`src/sv/spq_pkg.sv`:
```
// ----------------------------------------------------------------------------
// spq_pkg
// shared constants, result codes and the control/status bundles between the
// sorted priority queue controller and its datapath
// ----------------------------------------------------------------------------
package spq_pkg;

    localparam int DEF_CAPACITY = 16;

    localparam int VALUE_W  = 32;
    localparam int PRIO_W   = 16;
    localparam int FUNC_W   = 1;
    localparam int STATUS_W = 2;
    localparam int OCC_W    = 5;

    localparam int ENTRY_W   = VALUE_W + PRIO_W;
    localparam int S_TDATA_W = ((ENTRY_W + 7) / 8) * 8;
    localparam int M_FIELD_W = VALUE_W + PRIO_W + OCC_W;
    localparam int M_TDATA_W = ((M_FIELD_W + 7) / 8) * 8;

    localparam logic [FUNC_W-1:0] FUNC_ENQ = 1'b0;
    localparam logic [FUNC_W-1:0] FUNC_DEQ = 1'b1;

    localparam logic [STATUS_W-1:0] STATUS_DONE  = 2'd0;
    localparam logic [STATUS_W-1:0] STATUS_FULL  = 2'd1;
    localparam logic [STATUS_W-1:0] STATUS_EMPTY = 2'd2;

    typedef struct packed {
        logic                load;
        logic                rd_head;
        logic                rd_prev;
        logic                wr_new;
        logic                wr_shift;
        logic                pop;
        logic                res_load;
        logic [STATUS_W-1:0] res_code;
    } spq_cmd_t;

    typedef struct packed {
        logic is_deq;
        logic full;
        logic empty;
        logic k_zero;
        logic rd_ge;
        logic out_busy;
    } spq_sts_t;

endpackage

```
`src/sv/spq_datapath.sv`:
```
// ----------------------------------------------------------------------------
// spq_datapath
// entry memory kept as a ring in service order, head and count registers,
// insertion index, read data register and the output register
// ----------------------------------------------------------------------------
module spq_datapath #(
    parameter int CAPACITY = spq_pkg::DEF_CAPACITY
) (
    input  logic                          clk,
    input  logic                          rst_n,
    input  spq_pkg::spq_cmd_t             cmd,
    output spq_pkg::spq_sts_t             sts,
    input  logic [spq_pkg::S_TDATA_W-1:0] s_tdata,
    input  logic [spq_pkg::FUNC_W-1:0]    s_tuser,
    input  logic                          m_tready,
    output logic                          m_tvalid,
    output logic [spq_pkg::M_TDATA_W-1:0] m_tdata,
    output logic [spq_pkg::STATUS_W-1:0]  m_tuser
);
    import spq_pkg::*;

    localparam int IDX_W = (CAPACITY > 1) ? $clog2(CAPACITY) : 1;
    localparam int CNT_W = $clog2(CAPACITY + 1);
    localparam logic [IDX_W:0] CAP_S = (IDX_W + 1)'(CAPACITY);
    localparam logic [CNT_W-1:0] CAP_C = CNT_W'(CAPACITY);
    localparam int PAD_W = M_TDATA_W - M_FIELD_W;

    function automatic logic [IDX_W-1:0] wrap(input logic [IDX_W:0] s);
        logic [IDX_W:0] r;
        r = (s >= CAP_S) ? (s - CAP_S) : s;
        return r[IDX_W-1:0];
    endfunction

    logic [ENTRY_W-1:0]  mem [CAPACITY];

    logic [FUNC_W-1:0]   func_reg;
    logic [VALUE_W-1:0]  val_reg;
    logic [PRIO_W-1:0]   pri_reg;
    logic [IDX_W-1:0]    head_reg;
    logic [CNT_W-1:0]    count_reg;
    logic [IDX_W-1:0]    k_reg;
    logic [ENTRY_W-1:0]  rd_reg;
    logic [VALUE_W-1:0]  rem_val_reg;
    logic [PRIO_W-1:0]   rem_pri_reg;
    logic                m_tvalid_reg;
    logic [M_TDATA_W-1:0] m_tdata_reg;
    logic [STATUS_W-1:0] m_tuser_reg;

    logic [IDX_W-1:0]    k_prev;
    logic [IDX_W-1:0]    wr_addr;
    logic [IDX_W-1:0]    rd_addr;
    logic [IDX_W-1:0]    head_next;
    logic [OCC_W-1:0]    occ;

    assign k_prev    = k_reg - 1'b1;
    assign wr_addr   = wrap({1'b0, head_reg} + {1'b0, k_reg});
    assign rd_addr   = cmd.rd_head ? head_reg : wrap({1'b0, head_reg} + {1'b0, k_prev});
    assign head_next = wrap({1'b0, head_reg} + (IDX_W + 1)'(1));
    assign occ       = OCC_W'(count_reg);

    // entry memory, one write and one registered read per cycle
    always_ff @(posedge clk)
    begin
        if (cmd.wr_new)
        begin
            mem[wr_addr] <= {pri_reg, val_reg};
        end
        else if (cmd.wr_shift)
        begin
            mem[wr_addr] <= rd_reg;
        end
        if (cmd.rd_head || cmd.rd_prev)
        begin
            rd_reg <= mem[rd_addr];
        end
    end

    always_ff @(posedge clk)
    begin
        if (cmd.load)
        begin
            func_reg    <= s_tuser;
            val_reg     <= s_tdata[VALUE_W-1:0];
            pri_reg     <= s_tdata[ENTRY_W-1:VALUE_W];
            rem_val_reg <= '0;
            rem_pri_reg <= '0;
        end
        else if (cmd.pop)
        begin
            rem_val_reg <= rd_reg[VALUE_W-1:0];
            rem_pri_reg <= rd_reg[ENTRY_W-1:VALUE_W];
        end
        if (cmd.res_load)
        begin
            m_tdata_reg <= {{PAD_W{1'b0}}, occ, rem_pri_reg, rem_val_reg};
            m_tuser_reg <= cmd.res_code;
        end
    end

    always_ff @(posedge clk or negedge rst_n)
    begin
        if (!rst_n)
        begin
            head_reg     <= '0;
            count_reg    <= '0;
            k_reg        <= '0;
            m_tvalid_reg <= 1'b0;
        end
        else
        begin
            if (cmd.load)
            begin
                k_reg <= IDX_W'(count_reg);
            end
            else if (cmd.wr_shift)
            begin
                k_reg <= k_prev;
            end
            if (cmd.wr_new)
            begin
                count_reg <= count_reg + 1'b1;
            end
            else if (cmd.pop)
            begin
                count_reg <= count_reg - 1'b1;
                head_reg  <= head_next;
            end
            if (cmd.res_load)
            begin
                m_tvalid_reg <= 1'b1;
            end
            else if (m_tready)
            begin
                m_tvalid_reg <= 1'b0;
            end
        end
    end

    assign sts.is_deq   = (func_reg == FUNC_DEQ);
    assign sts.full     = (count_reg == CAP_C);
    assign sts.empty    = (count_reg == '0);
    assign sts.k_zero   = (k_reg == '0);
    assign sts.rd_ge    = (rd_reg[ENTRY_W-1:VALUE_W] >= pri_reg);
    assign sts.out_busy = m_tvalid_reg && !m_tready;

    assign m_tvalid = m_tvalid_reg;
    assign m_tdata  = m_tdata_reg;
    assign m_tuser  = m_tuser_reg;

endmodule

```
`src/sv/spq_ctrl.sv`:
```
// ----------------------------------------------------------------------------
// spq_ctrl
// sequencer for one queue operation: dispatch, tail-first insertion walk,
// head read on dequeue, result hand-off
// ----------------------------------------------------------------------------
module spq_ctrl (
    input  logic              clk,
    input  logic              rst_n,
    input  logic              s_tvalid,
    output logic              s_tready,
    input  spq_pkg::spq_sts_t sts,
    output spq_pkg::spq_cmd_t cmd
);
    import spq_pkg::*;

    localparam logic [2:0] ST_IDLE     = 3'd0;
    localparam logic [2:0] ST_DISPATCH = 3'd1;
    localparam logic [2:0] ST_INS_STEP = 3'd2;
    localparam logic [2:0] ST_INS_CMP  = 3'd3;
    localparam logic [2:0] ST_DEQ_POP  = 3'd4;
    localparam logic [2:0] ST_RESULT   = 3'd5;

    logic [2:0]          state_reg;
    logic [2:0]          state_next;
    logic [STATUS_W-1:0] code_reg;
    logic [STATUS_W-1:0] code_next;

    always_ff @(posedge clk or negedge rst_n)
    begin
        if (!rst_n)
        begin
            state_reg <= ST_IDLE;
            code_reg  <= STATUS_DONE;
        end
        else
        begin
            state_reg <= state_next;
            code_reg  <= code_next;
        end
    end

    assign s_tready = (state_reg == ST_IDLE);

    always_comb
    begin
        cmd          = '0;
        cmd.res_code = code_reg;
        state_next   = state_reg;
        code_next    = code_reg;
        case (state_reg)
            ST_IDLE:
            begin
                if (s_tvalid)
                begin
                    cmd.load   = 1'b1;
                    state_next = ST_DISPATCH;
                end
            end
            ST_DISPATCH:
            begin
                if (sts.is_deq)
                begin
                    if (sts.empty)
                    begin
                        code_next  = STATUS_EMPTY;
                        state_next = ST_RESULT;
                    end
                    else
                    begin
                        cmd.rd_head = 1'b1;
                        state_next  = ST_DEQ_POP;
                    end
                end
                else if (sts.full)
                begin
                    code_next  = STATUS_FULL;
                    state_next = ST_RESULT;
                end
                else
                begin
                    state_next = ST_INS_STEP;
                end
            end
            ST_INS_STEP:
            begin
                if (sts.k_zero)
                begin
                    cmd.wr_new = 1'b1;
                    code_next  = STATUS_DONE;
                    state_next = ST_RESULT;
                end
                else
                begin
                    cmd.rd_prev = 1'b1;
                    state_next  = ST_INS_CMP;
                end
            end
            ST_INS_CMP:
            begin
                // stop behind the first entry of equal or higher priority
                if (sts.rd_ge)
                begin
                    cmd.wr_new = 1'b1;
                    code_next  = STATUS_DONE;
                    state_next = ST_RESULT;
                end
                else
                begin
                    cmd.wr_shift = 1'b1;
                    state_next   = ST_INS_STEP;
                end
            end
            ST_DEQ_POP:
            begin
                cmd.pop    = 1'b1;
                code_next  = STATUS_DONE;
                state_next = ST_RESULT;
            end
            ST_RESULT:
            begin
                if (!sts.out_busy)
                begin
                    cmd.res_load = 1'b1;
                    state_next   = ST_IDLE;
                end
            end
            default:
            begin
                state_next = ST_IDLE;
            end
        endcase
    end

endmodule

```
`src/sv/sorted_priority_queue.sv`:
```
// ----------------------------------------------------------------------------
// sorted_priority_queue
// bounded priority queue kept in service order in a ring memory
// ----------------------------------------------------------------------------
// usage
//   slave channel: one beat per operation; tuser selects enqueue or dequeue,
//   tdata carries the value and priority to enqueue
//   master channel: one beat per operation with status in tuser and the
//   removed entry and occupancy in tdata
//   a dequeue reads the head entry, pops it and then presents its result; a
//   dropped enqueue or an empty dequeue goes straight to the result; an
//   enqueue moves each held entry of lower priority back one place and
//   reads one more when an entry of equal or higher priority stays ahead
//   of it, since the insertion walks from the tail, reading the entry
//   ahead (INS_STEP) and comparing it (INS_CMP) before moving it
//   operations are handled one at a time; a new beat is taken the cycle
//   after the previous result is loaded into the output register
//   a full queue drops an enqueue, an empty queue flags a dequeue
//   reset empties the queue; memory contents are not cleared
//   while the receiver stalls the result holds and the next operation waits
//   for the output register before presenting its own result
// ----------------------------------------------------------------------------
module sorted_priority_queue #(
    parameter int CAPACITY = spq_pkg::DEF_CAPACITY
) (
    input  logic                          clk,
    input  logic                          rst_n,
    input  logic                          s_axis_tvalid,
    output logic                          s_axis_tready,
    input  logic [spq_pkg::S_TDATA_W-1:0] s_axis_tdata,  // value, prio
    input  logic [spq_pkg::FUNC_W-1:0]    s_axis_tuser,  // func
    output logic                          m_axis_tvalid,
    input  logic                          m_axis_tready,
    output logic [spq_pkg::M_TDATA_W-1:0] m_axis_tdata,  // removed_value, removed_prio, occupancy
    output logic [spq_pkg::STATUS_W-1:0]  m_axis_tuser   // status
);
    import spq_pkg::*;

    spq_cmd_t cmd;
    spq_sts_t sts;

    spq_ctrl u_ctrl (
        .clk      (clk),
        .rst_n    (rst_n),
        .s_tvalid (s_axis_tvalid),
        .s_tready (s_axis_tready),
        .sts      (sts),
        .cmd      (cmd)
    );

    spq_datapath #(
        .CAPACITY (CAPACITY)
    ) u_datapath (
        .clk      (clk),
        .rst_n    (rst_n),
        .cmd      (cmd),
        .sts      (sts),
        .s_tdata  (s_axis_tdata),
        .s_tuser  (s_axis_tuser),
        .m_tready (m_axis_tready),
        .m_tvalid (m_axis_tvalid),
        .m_tdata  (m_axis_tdata),
        .m_tuser  (m_axis_tuser)
    );

endmodule

```
`config.mk`:
```
export PLATFORM = sky130hd
export DESIGN_NAME = sorted_priority_queue
export DESIGN_NICKNAME = d
export VERILOG_FILES = /design/src/sv/spq_pkg.sv /design/src/sv/spq_datapath.sv /design/src/sv/spq_ctrl.sv /design/src/sv/sorted_priority_queue.sv
export SDC_FILE = /design/constraint.sdc
export NUM_CORES = 1
export LEC_CHECK = 0
export BUFFER_PORTS_ARGS = -buffer_cell sky130_fd_sc_hd__clkbuf_2
export CAP_MARGIN = 5
export CORE_AREA = 5 5 360 362
export CTS_CLUSTER_SIZE = 25
export DETAILED_ROUTE_END_ITERATION = 12
export DIE_AREA = 0 0 365 367
export GPL_ROUTABILITY_DRIVEN = 1
export PLACE_DENSITY = 0.49
export RECOVER_POWER = 25
export SETUP_SLACK_MARGIN = 0.05
export SYNTH_ARGS = -nofsm -noshare
export SYNTH_HDL_FRONTEND = slang
export SYNTH_SLANG_ARGS = --single-unit
```
`constraint.sdc`:
```
create_clock -name clk -period 4.8 [get_ports clk]
set_input_delay 0.24 -clock clk [delete_from_list [all_inputs] [get_ports clk]]
set_output_delay 0.24 -clock clk [all_outputs]
set_load 0.1 [all_outputs]
```
==> results.md, run 1 <==
* Slew Limit Headroom at -0.527
* Share of cells above drive strength 1 at 0.111
* DR WL/cell at 27.2 um
* # DRC at 0
* Top-count cell post-synth: edfxtp_1
* Crit path max fanout at 38
* Clock Path Buffers at 3
* Min-delay worst type: input port to flop
* Synth Flop Type: edfxtp_1
* Post-CTS setup buffers at 0
* Fin crit share at 0.889
* 1st-pass router iterations at 8
* TritonCTS clock tree: built
* Dpl hpwl at 71300 um
* CP startpoint kind: flop
* Arrival time worst endpoint at 4550 ps
* Tot GR Track Use at 0.198
* CP peak stage delay at 1430 ps
* Area Growth Syn to Fin at 15.5%
* Mapped Cells at 3193
* Core area at 0.126 mm2
* Max reg flops at 768
* Routability cong. at 0.761
* Vias at 30230
* Crit path time final at 4270 ps
* WL final at 137000 um
* FF-to-FF Start: u_datapath.head_reg[1]
* CTS Root Cell: clkbuf_16
* Final Hold Viols at 0
* CTS H-Tree Depth at 3
* Fmax achieved at 0.234 GHz
* # resized after CTS at 0
* Initial drt markers at 2877
* Max Slew Vio Count at 272
* CP endpoint: u_datapath.mem[13][24]
* Boundary Pins at 113
* Post-synthesis sequential area ratio at 0.663
* Top cell type's share of synthesized area at 0.630
* Largest area contributor in the netlist: edfxtp_1
* DR vias/cell at 6.02
* Die area at 0.134 mm2
* Initial antenna violation count at 2
* Unique masters post-synth at 53
* Starting Density at 0.347
* Inserted Clock Buffers at 112
* Failing checks: capacitance limit, slew limit
* Worst-path clk slew at 60 ps
* Commonest cells post-synth: edfxtp_1 (920), a211oi_1 (288), a21oi_1 (288), clkbuf_1 (237), nand2_1 (216)
* Clock sink count at 987
* Synthesized flop and latch total at 987
* FILL cells at 11573
* Crit path kind: flop to flop
* FP Rows at 131
* Cts hold-fix bufs at 52
* Die X at 365 um
* Synth Warn # at 0
* CP startpoint: u_datapath.head_reg[1]
* Critical-path top delay cell: clkbuf_1
* Place WS at 936 ps
* Antenna diode count at 0
* Crit path cell chain: ha_1, a21o_1, a21oi_1, xor2_1, nand2_1, nor2_4, clkbuf_1
* Synth async-reset ratio at 0.0193
* RR Endpoint: u_datapath.mem[13][24]
* Post-synth EDFFs at 920
* Post-Syn Area per Cell at 13.7 um2
* PortBufs at 109
* Setup crit end kind: flop
* Status: complete, but fails checks
* First-pass GRT wire length at 199000 um
* Pin count of the biggest net entering global routing at 189
* Req. time, crit path at 5080 ps
* Global route overflow at 0
* Area contributors post-synth: edfxtp_1 (63%), a211oi_1 (4.9%), mux2i_1 (4.5%), a21oi_1 (3.3%), a221o_1 (2.6%)
* Final Worst Setup Slack at 534 ps
* Worst Skew at 30.2 ps
* Number of setup violations in the final report at 0
* Vias in the first global route at 30810
* Max_cap viols at 9
* Register-to-Register Path Depth at 7
* Post-route insts no fill at 5023
* Post-synthesis cell area at 0.0438 mm2
* Skew-Pair Late Insertion Delay at 720 ps
* Fin nets at 3345
* Dpl cells at 4758
* Die Span Y at 367 um
* Reg2reg setup slack at 530 ps
* RSZ-0062 raised after global routing: false
* DRT antenna net count at 0
* Setup TNS at 0 ps
* Worst Tran Pin Value at 2280 ps
-- worst min path at each step --
stage	cells past startpoint	from	slack [ps]	to
after floorplan	0	rst_n	-60	u_ctrl.code_reg[0]
after global placement	1	rst_n	250	u_datapath.m_tvalid
after detailed placement	1	rst_n	250	u_datapath.m_tvalid
after CTS	2	rst_n	7	u_ctrl.code_reg[1]
after global routing	2	s_axis_tdata[2]	210	u_datapath.val_reg[2]
final	2	s_axis_tdata[5]	240	u_datapath.val_reg[5]
-- metrics by stage --
step / hold slack, ps / area, um2 / util
after global placement: 247 / 46600 / 0.369
after global routing: 209 / 50700 / 0.401
after detailed placement: 246 / 46600 / 0.369
after floorplan: -55.6 / 43900 / -
after CTS: 6.55 / 50900 / 0.403
final: 242 / 50700 / 0.401
-- final cells by class --
| class | count | area, um2 | share of cell area |
|---|---|---|---|
| sequential | 987 | 29100 | 0.574 |
| multi-input combinational | 1863 | 13600 | 0.268 |
| clock buffer | 149 | 3090 | 0.0611 |
| tap | 1662 | 2080 | 0.0411 |
| timing repair buffer | 246 | 1950 | 0.0384 |
| clock inverter | 64 | 677 | 0.0134 |
| inverter | 52 | 214 | 0.00422 |
-- worst max-delay path: cells and delay by family (launching register included) --
family	cells	cell delay, ps
AO/OA/AOI/OAI	2	390
flip-flops	1	990
XOR/XNOR	1	230
buffers and inverters	1	1430
adder cells (fa/ha/maj)	1	380
AND/OR/NAND/NOR	2	360
-- metal layers --
layer	up-vias	GRT usage	wire length (um)
met1	15510	0.270	59700
met4	0	0.0740	4180
li1	13149	-	-
met3	298	0.0289	9140
met2	1273	0.320	63600
met5	-	0	0
-- logic make-up (layout without fill, tap and decap cells) --
group | after synthesis | after routing | synth area share
muxes | 245 | 245 | 0.0576
xor gates and xnor gates | 17 | 17 | 0.00340
DFF | 987 | 987 | 0.663
AOI/OAI and AO/OA | 1204 | 1204 | 0.197
and+or+nand+nor | 364 | 364 | 0.0385
adders and majority gates | 30 | 30 | 0.00908
buffers and inverters | 345 | 511 | 0.0317
other | 1 | 3 | 0.0000855
-- cells in the final DEF, fill, tap and decap left out, types with 32 or more instances in the layout --
master           n
edfxtp_1       920
mux2i_1        193
clkbuf_1        98
nand2_1        215
buf_4           45
clkbuf_2        45
a31oi_1        146
clkbuf_16      113
mux2_2          49
a211oi_1       288
dfxtp_1         48
a21oi_1        288
o31ai_1         50
a21o_1          65
a221o_1        114
and2_1          96
dlygate4sd3_1   52
o211ai_1        51
a2111oi_0       96
inv_1           48
a32oi_1         48
o221ai_1        32
Power of run 1 is left out: the tool's default activity adds up to more than one toggle a clock period on the data nets, which glitch-free logic cannot reach.
==> inputs of run 2 (changes only) <==
PLACE_DENSITY = 0.56   (was 0.49)
==> results.md, run 2 (synthesis gave the netlist of run 1 again) <==
* Core area at 0.126 mm2
* Dpl cells at 4751
* Final Instance Area at 0.0505 mm2
* Hold_ws at 253 ps
* Inserted Clock Buffers at 107
* Area of the multi-input gates at 0.0136 mm2
* Crit path time final at 4210 ps
* Global route overflow at 0
* Failing checks: capacitance limit, slew limit
* RSZ-0062 raised after global routing: false
* Max_cap viols at 4
* CTS Root Cell: clkbuf_16
* Die X at 365 um
* Req. time, crit path at 5200 ps
* Die area at 0.134 mm2
* Placed instance area at 0.0465 mm2
* # resized after CTS at 0
* Fmax achieved at 0.238 GHz
* Reg2reg setup slack at 590 ps
* Worst-path clk slew at 60 ps
* DR vias/cell at 5.89
* Max reg flops at 768
* FILL cells at 11633
* Hold path depth at 2
* Tot GR Track Use at 0.183
* Post-route insts no fill at 5004
* 1st-pass router iterations at 6
* Fin crit share at 0.876
* Dpl hpwl at 65500 um
* Routability cong. at 0.749
* Boundary Pins at 113
* Setup crit end kind: flop
* Slew Limit Headroom at -0.461
* Min-delay worst type: input port to flop
* CTS H-Tree Depth at 3
* Initial drt markers at 2599
* Number of setup violations in the final report at 0
* Post-CTS setup buffers at 0
* Arrival time worst endpoint at 4610 ps
* PortBufs at 109
* DRT antenna net count at 0
* Crit path max fanout at 29
* Register-to-Register Path Depth at 9
* Setup TNS at 0 ps
* Status: complete, but fails checks
* Worst Skew at 33.5 ps
* Final Hold Viols at 0
* Crit path kind: flop to flop
* Skew-Pair Late Insertion Delay at 700 ps
* Vias at 29452
* Worst Tran Pin Value at 2180 ps
* CP startpoint kind: flop
* Pin count of the biggest net entering global routing at 150
* FP Rows at 131
* Vias in the first global route at 28276
* DR WL/cell at 25.3 um
* Clock sink count at 987
* Starting Density at 0.347
* Max Slew Vio Count at 147
* # DRC at 0
* Initial antenna violation count at 0
* First-pass GRT wire length at 186000 um
* Clock Path Buffers at 3
* Share of cells above drive strength 1 at 0.108
* Die Span Y at 367 um
* Most frequent cells in the layout: edfxtp_1 (920), a21oi_1 (288), a211oi_1 (288)
* Register area at 0.0291 mm2
* TritonCTS clock tree: built
* Most common cell after layout, fill and taps aside: edfxtp_1
* Fin nets at 3334
* Area Growth Syn to Fin at 15.1%
* WL final at 127000 um
run 2: cell types whose count changed in the layout (fill, tap and decap cells not counted), sizes merged:
cell         before  now
clkinv           44   31
buf              74   70
clkbuf          269  265
diode             0    1
dlygate4sd3      52   53
run 2: worst paths after layout:
| kind | startpoint | endpoint |
|---|---|---|
| setup reg to reg | u_datapath.rd_reg[45] | u_datapath.mem[10][1] |
| hold reg to reg | u_datapath.rem_pri_reg[2] | u_datapath.m_tdata[34] |
| max in group asynchronous | rst_n | u_datapath.head_reg[0] |
| setup / recovery | u_datapath.rd_reg[45] | u_datapath.mem[10][1] |
| hold / removal | s_axis_tdata[4] | u_datapath.val_reg[4] |
| min in group asynchronous | rst_n | u_ctrl.state_reg[0] |
run 2: through the flow:
step | util | setup slack [ps]
global placement | 0.368 | 1010
finish | 0.399 | 594
CTS | 0.401 | 889
global route | 0.399 | 408
floorplan | - | 177
detailed placement | 0.368 | 928
run 2: area by class of cell:
| class | count | share of cell area |
|---|---|---|
| antenna | 1 | 0.0000496 |
| clock buffer | 148 | 0.0593 |
| clock inverter | 51 | 0.0121 |
| inverter | 52 | 0.00419 |
| multi-input combinational | 1863 | 0.269 |
| sequential | 987 | 0.576 |
| tap | 1662 | 0.0412 |
| timing repair buffer | 240 | 0.0377 |
run 2: worst max-delay path: stages, from the launching register on:
cell,delay [ps]
edfxtp_1,430
ha_1,340
nand4_1,390
nor4_1,450
o31ai_1,150
o2111ai_1,120
clkbuf_1,370
nand2b_4,660
buf_4,470
mux2_2,500
run 2: repair_timing:
item                                    CTS  global route
hold buffers                             53             0
hold endpoints to repair                 70             0
endpoints found under the setup margin    0             0
run 2: layer usage:
layer,global-route usage,wire length [um],share of wire,vias up
li1,-,-,-,13135
met1,0.260,56800,0.45,15077
met2,0.297,58900,0.47,1048
met3,0.0245,7790,0.062,192
met4,0.0487,3050,0.024,0
met5,0,0,0,-
Power of run 2 is left out for the same reason.
